[src/rtl/jse_pkg.sv]
// Shared types, character codes and helpers for the JSON string escaper.
// No dependencies; every other file of the block imports this package.
package jse_pkg;

  // Character codes used in escaped output
  localparam logic [7:0] CH_QUOTE   = 8'h22;
  localparam logic [7:0] CH_BSLASH  = 8'h5C;
  localparam logic [7:0] CH_U       = 8'h75;
  localparam logic [7:0] CH_ZERO    = 8'h30;
  localparam logic [7:0] CH_LOWER_A = 8'h61;
  localparam logic [7:0] CH_B       = 8'h62;
  localparam logic [7:0] CH_F       = 8'h66;
  localparam logic [7:0] CH_N       = 8'h6E;
  localparam logic [7:0] CH_R       = 8'h72;
  localparam logic [7:0] CH_T       = 8'h74;

  // Raw control bytes with a short escape
  localparam logic [7:0] RAW_BS  = 8'h08;
  localparam logic [7:0] RAW_TAB = 8'h09;
  localparam logic [7:0] RAW_LF  = 8'h0A;
  localparam logic [7:0] RAW_FF  = 8'h0C;
  localparam logic [7:0] RAW_CR  = 8'h0D;

  // Bytes below this limit need an escape
  localparam logic [7:0] CTRL_LIMIT = 8'h20;

  // Body lengths per escape kind
  localparam logic [3:0] LEN_PLAIN = 4'd1;
  localparam logic [3:0] LEN_SHORT = 4'd2;
  localparam logic [3:0] LEN_UNI   = 4'd6;

  // How the body byte of an item is rendered
  typedef enum logic [1:0] {
    KIND_NONE,
    KIND_PLAIN,
    KIND_SHORT,
    KIND_UNI
  } jse_kind_t;

  // Input item
  typedef struct packed {
    logic [7:0] byte_value;
    logic       byte_present;
    logic       string_start;
    logic       string_end;
  } jse_in_t;

  // Result item
  typedef struct packed {
    logic [7:0] out_byte;
    logic       run_last;
  } jse_out_t;

  // Classified work for the emitter
  typedef struct packed {
    logic       open_q;
    logic       close_q;
    jse_kind_t  kind;
    logic [7:0] value;   // plain byte, short-escape letter or raw control byte
    logic [3:0] count;   // total output bytes, 0..8
  } jse_desc_t;

  // Lower-case hex digit of a nibble
  function automatic logic [7:0] hex_digit(input logic [3:0] v);
    if (v < 4'd10) begin
      hex_digit = CH_ZERO + {4'd0, v};
    end else begin
      hex_digit = CH_LOWER_A + {4'd0, v - 4'd10};
    end
  endfunction

endpackage

[src/rtl/jse_classify.sv]
// Front end: classifies one input item into an escape descriptor.
// Depends on jse_pkg.
module jse_classify
  import jse_pkg::*;
(
  input  jse_in_t   item,
  output jse_desc_t desc,
  output logic      has_output
);

  logic [7:0] letter;
  logic [3:0] body_len;

  // Pick the short escape letter, if any
  always_comb begin
    case (item.byte_value)
      CH_QUOTE:  letter = CH_QUOTE;
      CH_BSLASH: letter = CH_BSLASH;
      RAW_BS:    letter = CH_B;
      RAW_FF:    letter = CH_F;
      RAW_LF:    letter = CH_N;
      RAW_CR:    letter = CH_R;
      RAW_TAB:   letter = CH_T;
      default:   letter = 8'h00;
    endcase
  end

  // Classify the body and count the output bytes
  always_comb begin
    desc.open_q  = item.string_start;
    desc.close_q = item.string_end;
    desc.value   = item.byte_value;
    desc.kind    = KIND_NONE;
    body_len     = 4'd0;
    if (item.byte_present) begin
      if (letter != 8'h00) begin
        desc.kind  = KIND_SHORT;
        desc.value = letter;
        body_len   = LEN_SHORT;
      end else if (item.byte_value < CTRL_LIMIT) begin
        desc.kind = KIND_UNI;
        body_len  = LEN_UNI;
      end else begin
        desc.kind = KIND_PLAIN;
        body_len  = LEN_PLAIN;
      end
    end
    desc.count = body_len + {3'd0, item.string_start} + {3'd0, item.string_end};
    has_output = (desc.count != 4'd0);
  end

endmodule

[src/rtl/jse_queue.sv]
// Short descriptor queue between the classifier and the emitter.
// Depends on jse_pkg.
module jse_queue
  import jse_pkg::*;
#(
  parameter int DEPTH = 4
) (
  input  logic      clk,
  input  logic      rst_n,
  input  logic      push,
  input  jse_desc_t push_desc,
  input  logic      pop,
  output jse_desc_t head,
  output logic      head_valid,
  output logic      full
);

  localparam int AW = (DEPTH > 1) ? $clog2(DEPTH) : 1;
  localparam int CW = $clog2(DEPTH + 1);

  jse_desc_t       slots_r [DEPTH];
  logic [AW-1:0]   wr_ptr_r, wr_ptr_nxt;
  logic [AW-1:0]   rd_ptr_r, rd_ptr_nxt;
  logic [CW-1:0]   fill_r, fill_nxt;

  // Advance pointers and fill level
  always_comb begin
    wr_ptr_nxt = wr_ptr_r;
    rd_ptr_nxt = rd_ptr_r;
    fill_nxt   = fill_r;
    if (push) begin
      wr_ptr_nxt = (wr_ptr_r == AW'(DEPTH - 1)) ? '0 : wr_ptr_r + 1'b1;
    end
    if (pop) begin
      rd_ptr_nxt = (rd_ptr_r == AW'(DEPTH - 1)) ? '0 : rd_ptr_r + 1'b1;
    end
    if (push && !pop) begin
      fill_nxt = fill_r + 1'b1;
    end else if (pop && !push) begin
      fill_nxt = fill_r - 1'b1;
    end
  end

  always_ff @(posedge clk) begin
    if (!rst_n) begin
      wr_ptr_r <= '0;
      rd_ptr_r <= '0;
      fill_r   <= '0;
    end else begin
      wr_ptr_r <= wr_ptr_nxt;
      rd_ptr_r <= rd_ptr_nxt;
      fill_r   <= fill_nxt;
    end
  end

  // Store the pushed descriptor
  always_ff @(posedge clk) begin
    if (push) begin
      slots_r[wr_ptr_r] <= push_desc;
    end
  end

  assign head       = slots_r[rd_ptr_r];
  assign head_valid = (fill_r != '0);
  assign full       = (fill_r == CW'(DEPTH));

endmodule

[src/rtl/jse_emit.sv]
// Back end: walks the head descriptor and sends one output byte per cycle while the queue holds one.
// Depends on jse_pkg.
module jse_emit
  import jse_pkg::*;
(
  input  logic      clk,
  input  logic      rst_n,
  input  jse_desc_t head,
  input  logic      head_valid,
  output logic      pop,
  output jse_out_t  out_item,
  output logic      out_valid
);

  logic [2:0] index_r, index_nxt;
  logic [2:0] body_pos;
  logic       is_last;
  logic [7:0] body_byte;
  logic [7:0] cur_byte;
  logic       out_valid_r;
  jse_out_t   out_item_r;

  assign is_last  = ({1'b0, index_r} + 4'd1) == head.count;
  assign pop      = head_valid && is_last;
  assign body_pos = index_r - {2'd0, head.open_q};

  // Render the body byte at the current position
  always_comb begin
    case (head.kind)
      KIND_PLAIN: body_byte = head.value;
      KIND_SHORT: body_byte = (body_pos == 3'd0) ? CH_BSLASH : head.value;
      KIND_UNI: begin
        case (body_pos)
          3'd0:    body_byte = CH_BSLASH;
          3'd1:    body_byte = CH_U;
          3'd2:    body_byte = CH_ZERO;
          3'd3:    body_byte = CH_ZERO;
          3'd4:    body_byte = hex_digit(head.value[7:4]);
          default: body_byte = hex_digit(head.value[3:0]);
        endcase
      end
      default:    body_byte = CH_QUOTE;
    endcase
  end

  // Quotes frame the body
  always_comb begin
    if (head.open_q && index_r == 3'd0) begin
      cur_byte = CH_QUOTE;
    end else if (head.close_q && is_last) begin
      cur_byte = CH_QUOTE;
    end else begin
      cur_byte = body_byte;
    end
  end

  // Step through the bytes, restart on the next descriptor
  always_comb begin
    index_nxt = index_r;
    if (head_valid) begin
      index_nxt = is_last ? 3'd0 : index_r + 3'd1;
    end
  end

  always_ff @(posedge clk) begin
    if (!rst_n) begin
      index_r     <= 3'd0;
      out_valid_r <= 1'b0;
    end else begin
      index_r     <= index_nxt;
      out_valid_r <= head_valid;
    end
  end

  // Register the result payload
  always_ff @(posedge clk) begin
    out_item_r.out_byte <= cur_byte;
    out_item_r.run_last <= is_last;
  end

  assign out_item  = out_item_r;
  assign out_valid = out_valid_r;

endmodule

[src/rtl/json_string_escaper_core.sv]
// Top level of the JSON string escaper: classifier, descriptor queue, emitter.
// Depends on jse_pkg, jse_classify, jse_queue and jse_emit.
//
// Usage:
//   Input: drive in_item and raise start; the item is taken at a clock edge
//   where start is high and busy is low. busy is high while the descriptor
//   queue (QUEUE_DEPTH entries) is full.
//   Output: each escaped byte shows on out_item for one cycle with out_valid
//   high; run_last marks the last byte of an item. Items with no byte and no
//   quote flags produce nothing.
//   Path: a taken item is written to a queue slot, and each of its bytes
//   is then registered onto out_item once the queue holds no earlier work.
//   Throughput: one byte per cycle while the queue holds work; an item
//   occupies the emitter until all its bytes are sent (1 for a plain byte,
//   up to 8 for a framed \u escape). Plain bytes sustain one item per cycle.
//   Reset: synchronous, active low; empties the queue and drops any partly
//   sent item. The receiver cannot stall the output.
module json_string_escaper_core
  import jse_pkg::*;
#(
  parameter int QUEUE_DEPTH = 4
) (
  input  logic     clk,
  input  logic     rst_n,
  input  logic     start,
  output logic     busy,
  input  jse_in_t  in_item,
  output logic     out_valid,
  output jse_out_t out_item
);

  jse_desc_t cls_desc;
  logic      cls_has_output;
  jse_desc_t head;
  logic      head_valid;
  logic      pop;
  logic      full;
  logic      push;

  // Classify the offered item
  jse_classify u_classify (
    .item       (in_item),
    .desc       (cls_desc),
    .has_output (cls_has_output)
  );

  // Queue items that produce output
  assign push = start && !busy && cls_has_output;
  assign busy = full;

  jse_queue #(
    .DEPTH (QUEUE_DEPTH)
  ) u_queue (
    .clk        (clk),
    .rst_n      (rst_n),
    .push       (push),
    .push_desc  (cls_desc),
    .pop        (pop),
    .head       (head),
    .head_valid (head_valid),
    .full       (full)
  );

  // Emit escaped bytes
  jse_emit u_emit (
    .clk        (clk),
    .rst_n      (rst_n),
    .head       (head),
    .head_valid (head_valid),
    .pop        (pop),
    .out_item   (out_item),
    .out_valid  (out_valid)
  );

endmodule

[config.mk]
export PLATFORM = sky130hd
export DESIGN_NAME = json_string_escaper_core
export DESIGN_NICKNAME = d
export VERILOG_FILES = /design/src/rtl/jse_pkg.sv /design/src/rtl/jse_classify.sv /design/src/rtl/jse_queue.sv /design/src/rtl/jse_emit.sv /design/src/rtl/json_string_escaper_core.sv
export SDC_FILE = /design/constraint.sdc
export NUM_CORES = 1
export LEC_CHECK = 0
export BUFFER_PORTS_ARGS = -buffer_cell sky130_fd_sc_hd__buf_2
export CORE_MARGIN = 3
export CORE_UTILIZATION = 55
export DETAILED_ROUTE_END_ITERATION = 7
export GPL_ROUTABILITY_DRIVEN = 0
export PLACE_DENSITY_LB_ADDON = 0.25
export SYNTH_ARGS = -nofsm -noshare
export SYNTH_HDL_FRONTEND = slang
export SYNTH_SLANG_ARGS = --single-unit
[constraint.sdc]
create_clock -name clk -period 13.5 [get_ports clk]
set_input_delay 2.7 -clock clk [delete_from_list [all_inputs] [get_ports clk]]
set_output_delay 2.7 -clock clk [all_outputs]
set_load 0.005 [all_outputs]
**After elaboration in Yosys (flattened, before gate mapping)**

Memories as Yosys holds them, arrays and structs flattened. A register that Yosys moved wholly into a read port is not among the register bits.
Cells that the tools add are included.

- Register bits: 20
- Bits in latches: 0
- Memory bits (writable): 64
- ROM bits: 0
- Input bits: 14
- Output and inout bits: 11
- Memories: 1

Memories:

| memory | depth | bits a word | read ports | clocked after Yosys merged registers in | wr ports | line | RTL |
|---|---|---|---|---|---|---|---|
| u_queue.slots_r | 4 | 16 | 1 | 1 | 1 | jse_queue.sv:21 | `jse_desc_t slots_r [DEPTH];` |

- Add/subtract/negate cells: 15
- Multiply operators: 0
- Divide/modulo/power cells: 0
- $lt $le $gt $ge: 3
- Equal/unequal tests: 18
- Shift-type cells: 0
- Muxes and demuxes: 22
- Bitwise gates (word level): 0
- Reduce and logical (&&, ||, !) cells: 18

Operator list:

| operator | number |
|---|---|
| $pmux W7 S7 | 1 |
| $eq A8 B4 Y1 const B | 5 |
| $mux W8 | 4 |
| $pmux W8 S4 | 1 |
| $pmux W8 S3 | 1 |
| $add A7 B4 Y8 const A | 2 |
| $add A6 B4 Y7 const A | 2 |
| $mux W2 | 6 |
| $mux W3 | 4 |
| $mux W10 | 1 |
| $add A4 B1 Y4 | 2 |
| $eq A2 B2 Y1 const B | 4 |
| $eq A8 B6 Y1 const B | 1 |
| $eq A8 B7 Y1 const B | 1 |
| $lt A4 B4 Y1 const B | 2 |
| $lt A8 B6 Y1 const B | 1 |
| $mux W4 | 2 |
| $reduce_bool A8 Y1 | 1 |
| $sub A4 B4 Y4 const B | 2 |
| $logic_and A1 B1 Y1 | 7 |
| $add A3 B1 Y3 const B | 2 |
| $eq A3 B2 Y1 const B | 2 |
| $eq A3 B3 Y1 const B | 2 |
| $logic_not A3 Y1 | 2 |
| other kinds (13) | 18 |

**Depth between registers and ports, before layout**

Gate-level depths: netlist (run 1).

- Word-level depth: 13
- Mapped depth: 18

**Cells and area by module**

From an unflattened synthesis (run 1), not the netlist that was laid out.

- Cells, all modules: 319
- Area total of the unflattened synthesis: 4297.9 µm²

By module, submodules not included:

| module | times used | cells each | area an instance (µm²) | seq. area each (µm²) |
|---|---|---|---|---|
| jse_queue | 1 | 128 | 2805.2 | 2102.0 |
| jse_emit | 1 | 133 | 1066.0 | 260.2 |
| jse_classify | 1 | 57 | 417.9 | 0.0 |
| json_string_escaper_core | 1 | 1 | 8.8 | 0.0 |

**Least setup slack after synthesis (run 1)**

OpenSTA, ideal clock, no wires.

- Kind: input to register
- Start: in in_item[5] (netlist bit)
- End: reg u_queue.fill_r[2]
- Setup time: 0.076 ns
- Data arrival time: 6.357 ns
- Data required time: 13.424 ns
- Path slack: 7.067 ns
- Cell stages on the path: 18
- Buffers on the path: 1
- Cells stage by stage: buf_6 -> or4b_4 -> a211oi_4 -> a21o_2 -> nor2_1 -> nand2_1 -> fa_1 -> inv_1 -> ha_1 -> nand4b_1 -> nor3_2 -> a2111oi_4 -> ha_1 -> inv_1 -> fa_1 -> xor2_1 -> or3_1 -> a21boi_0

RTL lines:

| what | line | RTL |
|---|---|---|
| from (decl) | json_string_escaper_core.sv:27 | `input jse_in_t in_item,` |
| to (signal assigned) | jse_queue.sv:52 | `fill_r <= fill_nxt;` |
| to (decl) | jse_queue.sv:24 | `logic [CW-1:0] fill_r, fill_nxt;` |

==> results of run 1 <==
registers in the layout (all words and copies together) (netlist names), named ones only:
signal	flops
u_queue.slots_r	64
u_emit.out_item	9
u_emit.index_r	3
u_queue.fill_r	3
u_queue.rd_ptr_r	2
u_queue.wr_ptr_r	2
u_emit.out_valid	1
path summary, 6_finish.rpt:
| kind | from | endpoint | slack [ns] | cells after the start |
|---|---|---|---|---|
| setup / recovery | in_item[4] | u_queue.fill_r[2] | 7.04 | 18 |
| hold / removal | u_queue.rd_ptr_r[1] | u_queue.rd_ptr_r[1] | 0.50 | 2 |
| setup reg to reg | flop | u_queue.fill_r[2] | 9.66 | 11 |
| hold reg to reg | u_queue.rd_ptr_r[1] | u_queue.rd_ptr_r[1] | 0.50 | 2 |
kinds of logic after synthesis:
family,after synthesis,share of synthesized area [%]
AO/OA/AOI/OAI,55,10.7
multiplexers,24,10.1
adder cells (fa/ha/maj),17,5.31
flip-flops,86,55.1
XOR/XNOR,14,2.86
AND/OR/NAND/NOR,94,12.0
buffers and inverters,35,3.94
metrics by stage:
stage / area [um2] / setup WS, ns / util, %
global route: 4640 / 6.71 / 62.6
floorplan: 4290 / 7.07 / -
detailed placement: 4450 / 6.71 / 60.0
finish: 4640 / 7.04 / 62.6
global placement: 4450 / 6.86 / 60.0
CTS: 4640 / 7.04 / 62.6
Yosys cell counts (6+ instances only):
cell type,number,area (um2)
edfxtp_1,64,1920
inv_1,23,86.3
nand2_1,23,86.3
dfxtp_1,22,440
nor2_1,17,63.8
ha_1,15,188
mux4_2,15,338
nor3_1,11,55.1
and2_1,9,56.3
a21oi_1,7,35.0
o21ai_0,7,35.0
xnor2_1,7,61.3
xor2_1,7,61.3
mux2i_1,6,60.1
nor2b_1,6,37.5
layout make-up:
| class | count | area (um2) | area share, % |
|---|---|---|---|
| clock buffers | 12 | 145 | 3.13 |
| flip-flops and latches | 86 | 2360 | 50.9 |
| well taps | 99 | 124 | 2.67 |
| clock inverters | 4 | 46.3 | 0.998 |
| repair buffers | 24 | 120 | 2.59 |
| inverters | 23 | 86.3 | 1.86 |
| multi-input cells | 204 | 1750 | 37.8 |
report_power, final:
part | switching [uW] | total (uW) | internal [uW]
Clock | 85.8 | 176 | 89.8
Combinational | 149 | 255 | 106
Sequential | 21.4 | 346 | 324
Total | 256 | 776 | 520
worst reg2reg max path: cells and delay by family, from the launching register on:
family | cells | cell delay (ns)
compound gates | 2 | 0.28
xor+xnor | 2 | 0.34
buf+inv | 2 | 0.22
fa+ha+maj | 2 | 0.43
flops | 1 | 1.05
mux | 1 | 0.68
simple gates | 2 | 0.75
cell usage in the layout (no fill, tap or decap), drive strengths merged, types with 7 or more instances in the layout:
cell,n
a21oi,8
o21ai,8
and2,9
xnor2,7
nor2,17
dfxtp,22
clkbuf,12
inv,23
ha,15
nand2,23
nor3,13
buf,24
edfxtp,64
mux4,15
xor2,7
routing by layer:
layer | wire length [um] | GRT usage, % | part of all wire (%)
met2 | 3590 | 29.5 | 48
met1 | 3340 | 25.5 | 44
met5 | 0 | 0 | 0
met3 | 452 | 4.97 | 6.0
met4 | 131 | 7.34 | 1.7
==> impl_metrics.ini, run 1 <==
[sta]
min_period_ns = 6.46
max_clock_freq_mhz = 155
fin_tns_setup_ns = 0
skew_ns = 0.0106
worst_slew_pin_slew_ns = 1.10
setup_viol = 0
hold_ws_ns = 0.499
drv_slew = 0
final_hold_viol_count = 0
timing.final.crit_share_pct = 47.8
slew_headroom_pct = 26.8
rsz0062_at_grt = false

[critical_path]
crit_path_max_incr_delay_ns = 0.52
crit_type = input pin to flop
crit_path_end_kind = flop
slowest_stage = or4b_4
path_max_fanout = 12
cp-start-kind = input pin
cp_top_family = adder cells
crit_buf_inv = 3
crit_arrival_ns = 6.73
cp.required_ns = 13.78
worstPathCellList = buf_2 > or4b_4 > a211oi_4 > a21o_2 > nor2_1 > nand2_1 > fa_1 > inv_1 > ha_1 > nand4b_1 > nor3_2 > a2111oi_4 > ha_1 > inv_1 > fa_1 > xor2_1 > or3_1 > a21boi_0

[grt]
track_usage_pct = 19.0
gr-total-overflow = 0
antenna_found_initial = 0
grt_pass1_vias = 2585
grt_first_pass_wirelength_um = 12700
grt_max_degree = 18

[cts]
cts_tree = built
clkTransAtPathRegs_ns = 0.07
clockBufferDepth = 2
cts_resized = 0
cts_sinks = 86
cts_buffers = 9
cts_max_level = 3
clock_tree.root_cell = clkbuf_8
cts_setup_buffers = 0
clk-insertion-delay-late_ns = 0.36
hold_buffers = 0

[route]
vias_per_cell = 5.79
drc = 0
drt-total-wl_um = 7520
ant_nets = 0
wl_per_cell_um = 16.6
drt_iter0_markers = 216
first_pass_iters = 4
vias = 2618

[power]
p_leak_uw = 0.00164
peakVddDrop_mv = 0.0782
powerDensity_mw_per_mm2 = 167
power.total_uw = 776

[final_layout]
nFillCells = 569
antenna_cells = 0
layout-area-overhead-vs-synth_pct = 8.23
layout.cells.non_filler = 452
drive_gt1_share_pct = 20.1
nets = 379

[floorplanning]
row_count = 31
die_h_um = 94.3
initial_core_util_pct = 57.8
die_x_um = 94.3
die_area_mm2 = 0.00889
core_area_mm2 = 0.00741
ios = 25

[logic_synthesis]
synth_edf_count = 64
ys_ff_latch = 86
syn_area_mm2 = 0.00429
syn_inst = 325
synth_flop_cell = edfxtp_1
synth_cell_types = 64
yosysSeqAreaShare_pct = 55.1
synth_nets = 356
asyncSetResetFlopFracSynth_pct = 0
ys.warnings.count = 0
synth_area_per_cell_um2 = 13.2

[job]
cap_violations = 0

[placed_design]
portBuffers = 24
dp_hpwl_um = 5270
placed_cells = 436

[status]
status = completed

[hold_path]
hp-class = flop to flop
No activity file was read; power rests on OpenSTA's default activity.
==> run 2, diff against run 1 <==
--- a/config.mk
+++ b/config.mk
@@ -5,6 +5,7 @@
 export SDC_FILE = /design/constraint.sdc
 export NUM_CORES = 1
 export LEC_CHECK = 0
+export ABC_AREA = 1
 export BUFFER_PORTS_ARGS = -buffer_cell sky130_fd_sc_hd__buf_2
 export CORE_MARGIN = 3
 export CORE_UTILIZATION = 55
==> constraint.sdc (replaced) <==
create_clock -name clk -period 5.95 [get_ports clk]
set_input_delay 1.19 -clock clk [delete_from_list [all_inputs] [get_ports clk]]
set_output_delay 1.19 -clock clk [all_outputs]
set_load 0.005 [all_outputs]
==> run 2 against run 1 <==
Synthesized cell count grew 43%. Sequential share of layout area shrank 0.98 points. First-iteration DRC count shrank 13%. Largest cell class unchanged. Largest power group unchanged.
==> impl_metrics.ini, run 2 <==
[status]
status = completed

[cts]
cts_tree = built
cts_buffers = 9
clockBufferDepth = 2
cts_setup_buffers = 0
clkTransAtPathRegs_ns = 0.09
cts_max_level = 3
cts_sinks = 86
hold_buffers = 0
cts_resized = 0
clk-insertion-delay-late_ns = 0.35
clock_tree.root_cell = clkbuf_8

[sta]
setup_viol = 0
drv_slew = 0
rsz0062_at_grt = false
timing.final.crit_share_pct = 72.7
final_hold_viol_count = 0
min_period_ns = 4.33
max_clock_freq_mhz = 231
skew_ns = 0.0103
slew_headroom_pct = 50.2
worst_slew_pin_slew_ns = 0.746
fin_tns_setup_ns = 0

[final_layout]
nFillCells = 645
regMostFlops = u_queue.slots_r
antenna_cells = 0
layout_common_cells = 106 x nand2_1, 64 x edfxtp_1, 56 x inv_1, 46 x nor2_1, 35 x o21ai_0
drive_gt1_share_pct = 12.9
regArea_mm2 = 0.00236
multi_input_area_mm2 = 0.00165
layout.cells.non_filler = 596
layout-area-overhead-vs-synth_pct = 8.87
largest_reg_flops = 64
final_common_cell = nand2_1
nets = 523

[placed_design]
portBuffers = 24
placed_cells = 580
dp_hpwl_um = 5940

[power]
p_sw_uw = 720
p_int_uw = 1210
peakVddDrop_mv = 0.135
power_frac_comb_pct = 38.1
p_sw_share_pct = 37.2
seqPwrFrac_pct = 40.5
p_clk_share_pct = 21.4
powerDensity_mw_per_mm2 = 409
p_leak_uw = 0.00203

[logic_synthesis]
asyncSetResetFlopFracSynth_pct = 0
syn_area_mm2 = 0.00434
synth_flop_cell = edfxtp_1
ys.warnings.count = 0
yosysSeqAreaShare_pct = 54.4
synth_cell_types = 37
synth_area_per_cell_um2 = 9.36
ys_ff_latch = 86
synth.largest_area_cell = edfxtp_1
syn_inst = 464
synth_top_area_share_pct = 44.2
yosys-top-cells-count = 106 x nand2_1, 64 x edfxtp_1, 56 x inv_1
synth_edf_count = 64
synth.most_common_cell = nand2_1
yosys-top-cells-area = edfxtp_1 44%, dfxtp_1 10%, nand2_1 9.2%, inv_1 4.8%, ha_1 4.3%
synth_nets = 495

[route]
first_pass_iters = 4
ant_nets = 0
vias_per_cell = 5.32
drt-total-wl_um = 8510
drt_iter0_markers = 188
drc = 0
wl_per_cell_um = 14.3
vias = 3173

[grt]
track_usage_pct = 20.3
antenna_found_initial = 0
grt_pass1_vias = 3038
grt_first_pass_wirelength_um = 14000
gr-total-overflow = 0
grt_max_degree = 37

[critical_path]
path_max_fanout = 6
cp.required_ns = 6.20
crit_arrival_ns = 4.57
crit_type = input pin to flop
crit_path_end_kind = flop
cp-start-kind = input pin

[job]
cap_violations = 0

[hold_path]
hp-class = flop to flop

[floorplanning]
die_h_um = 94.9
die_x_um = 94.9
row_count = 31
core_area_mm2 = 0.00745
initial_core_util_pct = 58.3
ios = 25
die_area_mm2 = 0.00900
-- run 2: cell count changes in the layout (fill, tap and decap cells not counted), moves of 6 or more --
cell     before  now
inv_1        23   56
nand3_1       4   31
mux4_2       15    0
nor2b_1       6    0
and2_1        9    0
nand2_2       0    6
mux2i_1       6    0
nand2_1      23  106
nor3_1       11    5
a21oi_1       7   25
nor2_1       17   46
o21ai_0       7   35
-- run 2: stage by stage --
step,instance area (um2),hold WS (ns),total power (uW),utilization (%),setup slack [ns]
6_report,4730,0.496,1930,63.5,1.62
5_1_grt,4730,0.544,2080,63.5,1.26
4_1_cts,4730,0.492,1940,63.5,1.65
3_5_place_dp,4520,0.481,1530,60.7,1.29
3_3_place_gp,4520,0.473,1500,60.7,1.45
2_1_floorplan,4340,0.456,1360,-,1.78
-- run 2: worst paths after layout --
check	to	slack, ns	startpoint	cells after the start
setup reg to reg	u_queue.fill_r[1]	2.93	flop	11
hold / removal	flop	0.50	u_queue.rd_ptr_r[1]	2
hold reg to reg	flop	0.50	u_queue.rd_ptr_r[1]	2
setup / recovery	u_queue.fill_r[2]	1.62	in_item[10]	22
-- run 2: area by class of cell --
| type | count | area share [%] |
|---|---|---|
| inverter | 59 | 4.79 |
| timing repair buffer | 29 | 3.33 |
| clock buffer | 14 | 4.13 |
| multi-input combinational | 307 | 34.9 |
| sequential | 86 | 49.9 |
| clock inverter | 2 | 0.265 |
| tap | 99 | 2.62 |
-- run 2: cell families after synthesis --
logic type | after synthesis | share of synthesized area [%]
flops | 86 | 54.4
xor+xnor | 9 | 1.99
simple gates | 203 | 19.8
fa+ha+maj | 17 | 5.24
compound gates | 78 | 10.9
buf+inv | 71 | 7.60
-- run 2: routing by layer --
layer	wire length (um)	part of all wire, %	GRT usage [%]	vias to the layer above
met3	340	4.0	3.03	19
met5	0	0	0	-
met1	3920	46	26.1	1466
met2	4090	48	34.5	78
li1	-	-	-	1610
met4	156	1.8	8.29	0
-- run 2: critical path: stages --
cell,delay (ns)
buf_2,0.11
inv_1,0.07
nand2_1,0.13
nor2_2,0.09
nand2_1,0.11
nand3_1,0.14
nor3_1,0.41
nand2_1,0.13
fa_1,0.37
inv_1,0.08
ha_1,0.19
nand2_1,0.07
nand2_1,0.13
nor2_1,0.07
nor2_2,0.16
ha_1,0.17
inv_1,0.06
fa_1,0.39
a21oi_1,0.15
o21ai_0,0.12
o21ai_0,0.17
a21oi_1,0.05
-- run 2: power groups by stage --
stage / registers, uW / logic [uW] / clock network, uW
floorplan: 795 / 567 / 0
global placement: 794 / 706 / 0
detailed placement: 799 / 734 / 0
CTS: 785 / 738 / 418
global route: 795 / 838 / 445
finish: 784 / 736 / 414
==> run 3, diff against run 2 <==
==> constraint.sdc (replaced) <==
create_clock -name clk -period 3.8 [get_ports clk]
set_input_delay 0.76 -clock clk [delete_from_list [all_inputs] [get_ports clk]]
set_output_delay 0.76 -clock clk [all_outputs]
set_load 0.005 [all_outputs]
==> run 3 against run 2 <==
Global-route usage up 0.51 points. Core utilization is 0.91 points higher. Worst hold slack is essentially flat. Combinational power grew 58%. Via count increased by 3.7%. Critical path depth unchanged. First-iteration DRC count up 38%. Clock power increased by 48%. Flip-flop and latch count unchanged.
==> impl_metrics.ini, run 3 (synthesis results as in run 2) <==
[final_layout]
antenna_cells = 0
nets = 533
regArea_mm2 = 0.00236
multi_input_area_mm2 = 0.00166
layout-area-overhead-vs-synth_pct = 10.4
final_core_util_pct = 64.4
drive_gt1_share_pct = 15.4
final_area_mm2 = 0.00480
final_common_cell = nand2_1
largest_reg_flops = 64
nFillCells = 640
regMostFlops = u_queue.slots_r
layout_common_cells = 106 x nand2_1, 64 x edfxtp_1, 56 x inv_1, 46 x nor2_1, 35 x o21ai_0

[critical_path]
crit_path_end_kind = flop
crit_arrival_ns = 3.70
path_max_fanout = 4
cp-start-kind = input pin
cp.required_ns = 4.04
path_common_cell = nand2_1
worstPathCellList = buf_2 > inv_1 > nand2_1 > nor2_2 > nand2_1 > nand3_1 > nor3_2 > nand2_1 > fa_1 > inv_1 > ha_1 > nand2_1 > nand2_1 > nor2_1 > nor2_2 > ha_1 > inv_1 > fa_1 > a21oi_1 > o21ai_0 > o21ai_0 > a21oi_1
crit_path_max_incr_delay_ns = 0.38
crit_type = input pin to flop
slowest_stage = fa_1

[power]
peakVddDrop_mv = 0.280
p_sw_share_pct = 38.2
seqPwrFrac_pct = 41.0
p_sw_uw = 1140
p_clk_share_pct = 20.4
p_int_uw = 1850
powerDensity_mw_per_mm2 = 625
power_frac_comb_pct = 38.6
p_leak_uw = 0.00208

[sta]
rsz0062_at_grt = false
drv_slew = 0
slew_headroom_pct = 67.2
max_clock_freq_mhz = 289
min_period_ns = 3.46
final_hold_viol_count = 0
fin_ws_ns = 0.344
setup_viol = 0
timing.final.crit_share_pct = 90.9
worst_slew_pin_slew_ns = 0.486
hold_ws_ns = 0.496
skew_ns = 0.0159

[placed_design]
dpl_cell_area_mm2 = 0.00460
dp_hpwl_um = 6120
pre_cts_slack_ns = -0.0559
portBuffers = 24

[cts]
cts_max_level = 3
clkTransAtPathRegs_ns = 0.10
cts_tree = built
clock_tree.root_cell = clkbuf_8
cts_buffers = 9
clockBufferDepth = 2
hold_buffers = 0
clk-insertion-delay-late_ns = 0.36
cts_sinks = 86

[route]
drt_iter0_markers = 259
drc = 0
ant_nets = 0
drt-total-wl_um = 8670
vias = 3290
vias_per_cell = 5.43
wl_per_cell_um = 14.3
first_pass_iters = 5

[grt]
grt_pass1_vias = 3077
track_usage_pct = 20.8
grt_first_pass_wirelength_um = 14400
antenna_found_initial = 0
gr-total-overflow = 0
grt_max_degree = 36

[floorplanning]
die_area_mm2 = 0.00900
row_count = 31
core_area_mm2 = 0.00745
die_h_um = 94.9
initial_core_util_pct = 58.3
die_x_um = 94.9
ios = 25

[hold_path]
hp-class = flop to flop

[status]
status = completed

[job]
cap_violations = 0
## run 3: cell count changes in the layout (fill, tap and decap cells not counted), sizes merged
cell / previous run / this run
clkbuf: 14 / 10
clkinvlp: 1 / 0
inv: 59 / 61
clkinv: 1 / 4
buf: 29 / 39
## run 3: through the flow
step	power, uW	cells	TNS [ns]
after floorplan	2130	464	0
after global placement	2350	590	0
after detailed placement	2400	590	-0.0838
after CTS	3010	606	0
after global routing	3230	606	0
final	3000	606	0
## run 3: routing by layer
layer  routed length, um  global-route usage (%)  part of all wire, %
met1                3840                    27.5                   44
met2                4220                    34.6                   49
met3                 506                    3.43                  5.8
met4                 105                    7.69                  1.2
met5                   0                       0                    0
## run 3: worst paths after layout
kind / endpoint / slack (ns) / cells past startpoint / start
setup / recovery: u_queue.fill_r[2] / 0.34 / 22 / in_item[10]
hold / removal: flop / 0.50 / 2 / u_queue.rd_ptr_r[1]
setup reg to reg: u_queue.fill_r[1] / 1.04 / 12 / flop
hold reg to reg: flop / 0.50 / 2 / u_queue.rd_ptr_r[1]
## run 3: worst max-delay path: cells and delay by family
family / cells / cell delay (ns)
buffers and inverters: 4 / 0.32
AOI/OAI and AO/OA: 4 / 0.48
adders and majority gates: 4 / 1.07
and+or+nand+nor: 10 / 1.07
## run 3: what timing repair did
| action | 4_1_cts | 5_1_grt |
|---|---|---|
| buffers inserted | 0 | 0 |
| resized for setup | 0 | 2 |
| hold endpoints to repair | 0 | 0 |
| endpoints found under the setup margin | 0 | 2 |
## run 3: power by group through the flow
stage	clock network, uW	registers (uW)	logic (uW)
detailed placement	0	1250	1150
global placement	0	1240	1110
global route	662	1250	1320
floorplan	0	1240	887
CTS	626	1230	1150
finish	612	1230	1160
## run 3: layout make-up
type	count	share of cell area, %
clock buffers	10	3.10
repair buffers	39	4.85
clock inverters	6	0.887
inverters	59	4.72
well taps	99	2.58
flip-flops and latches	86	49.2
multi-input cells	307	34.6
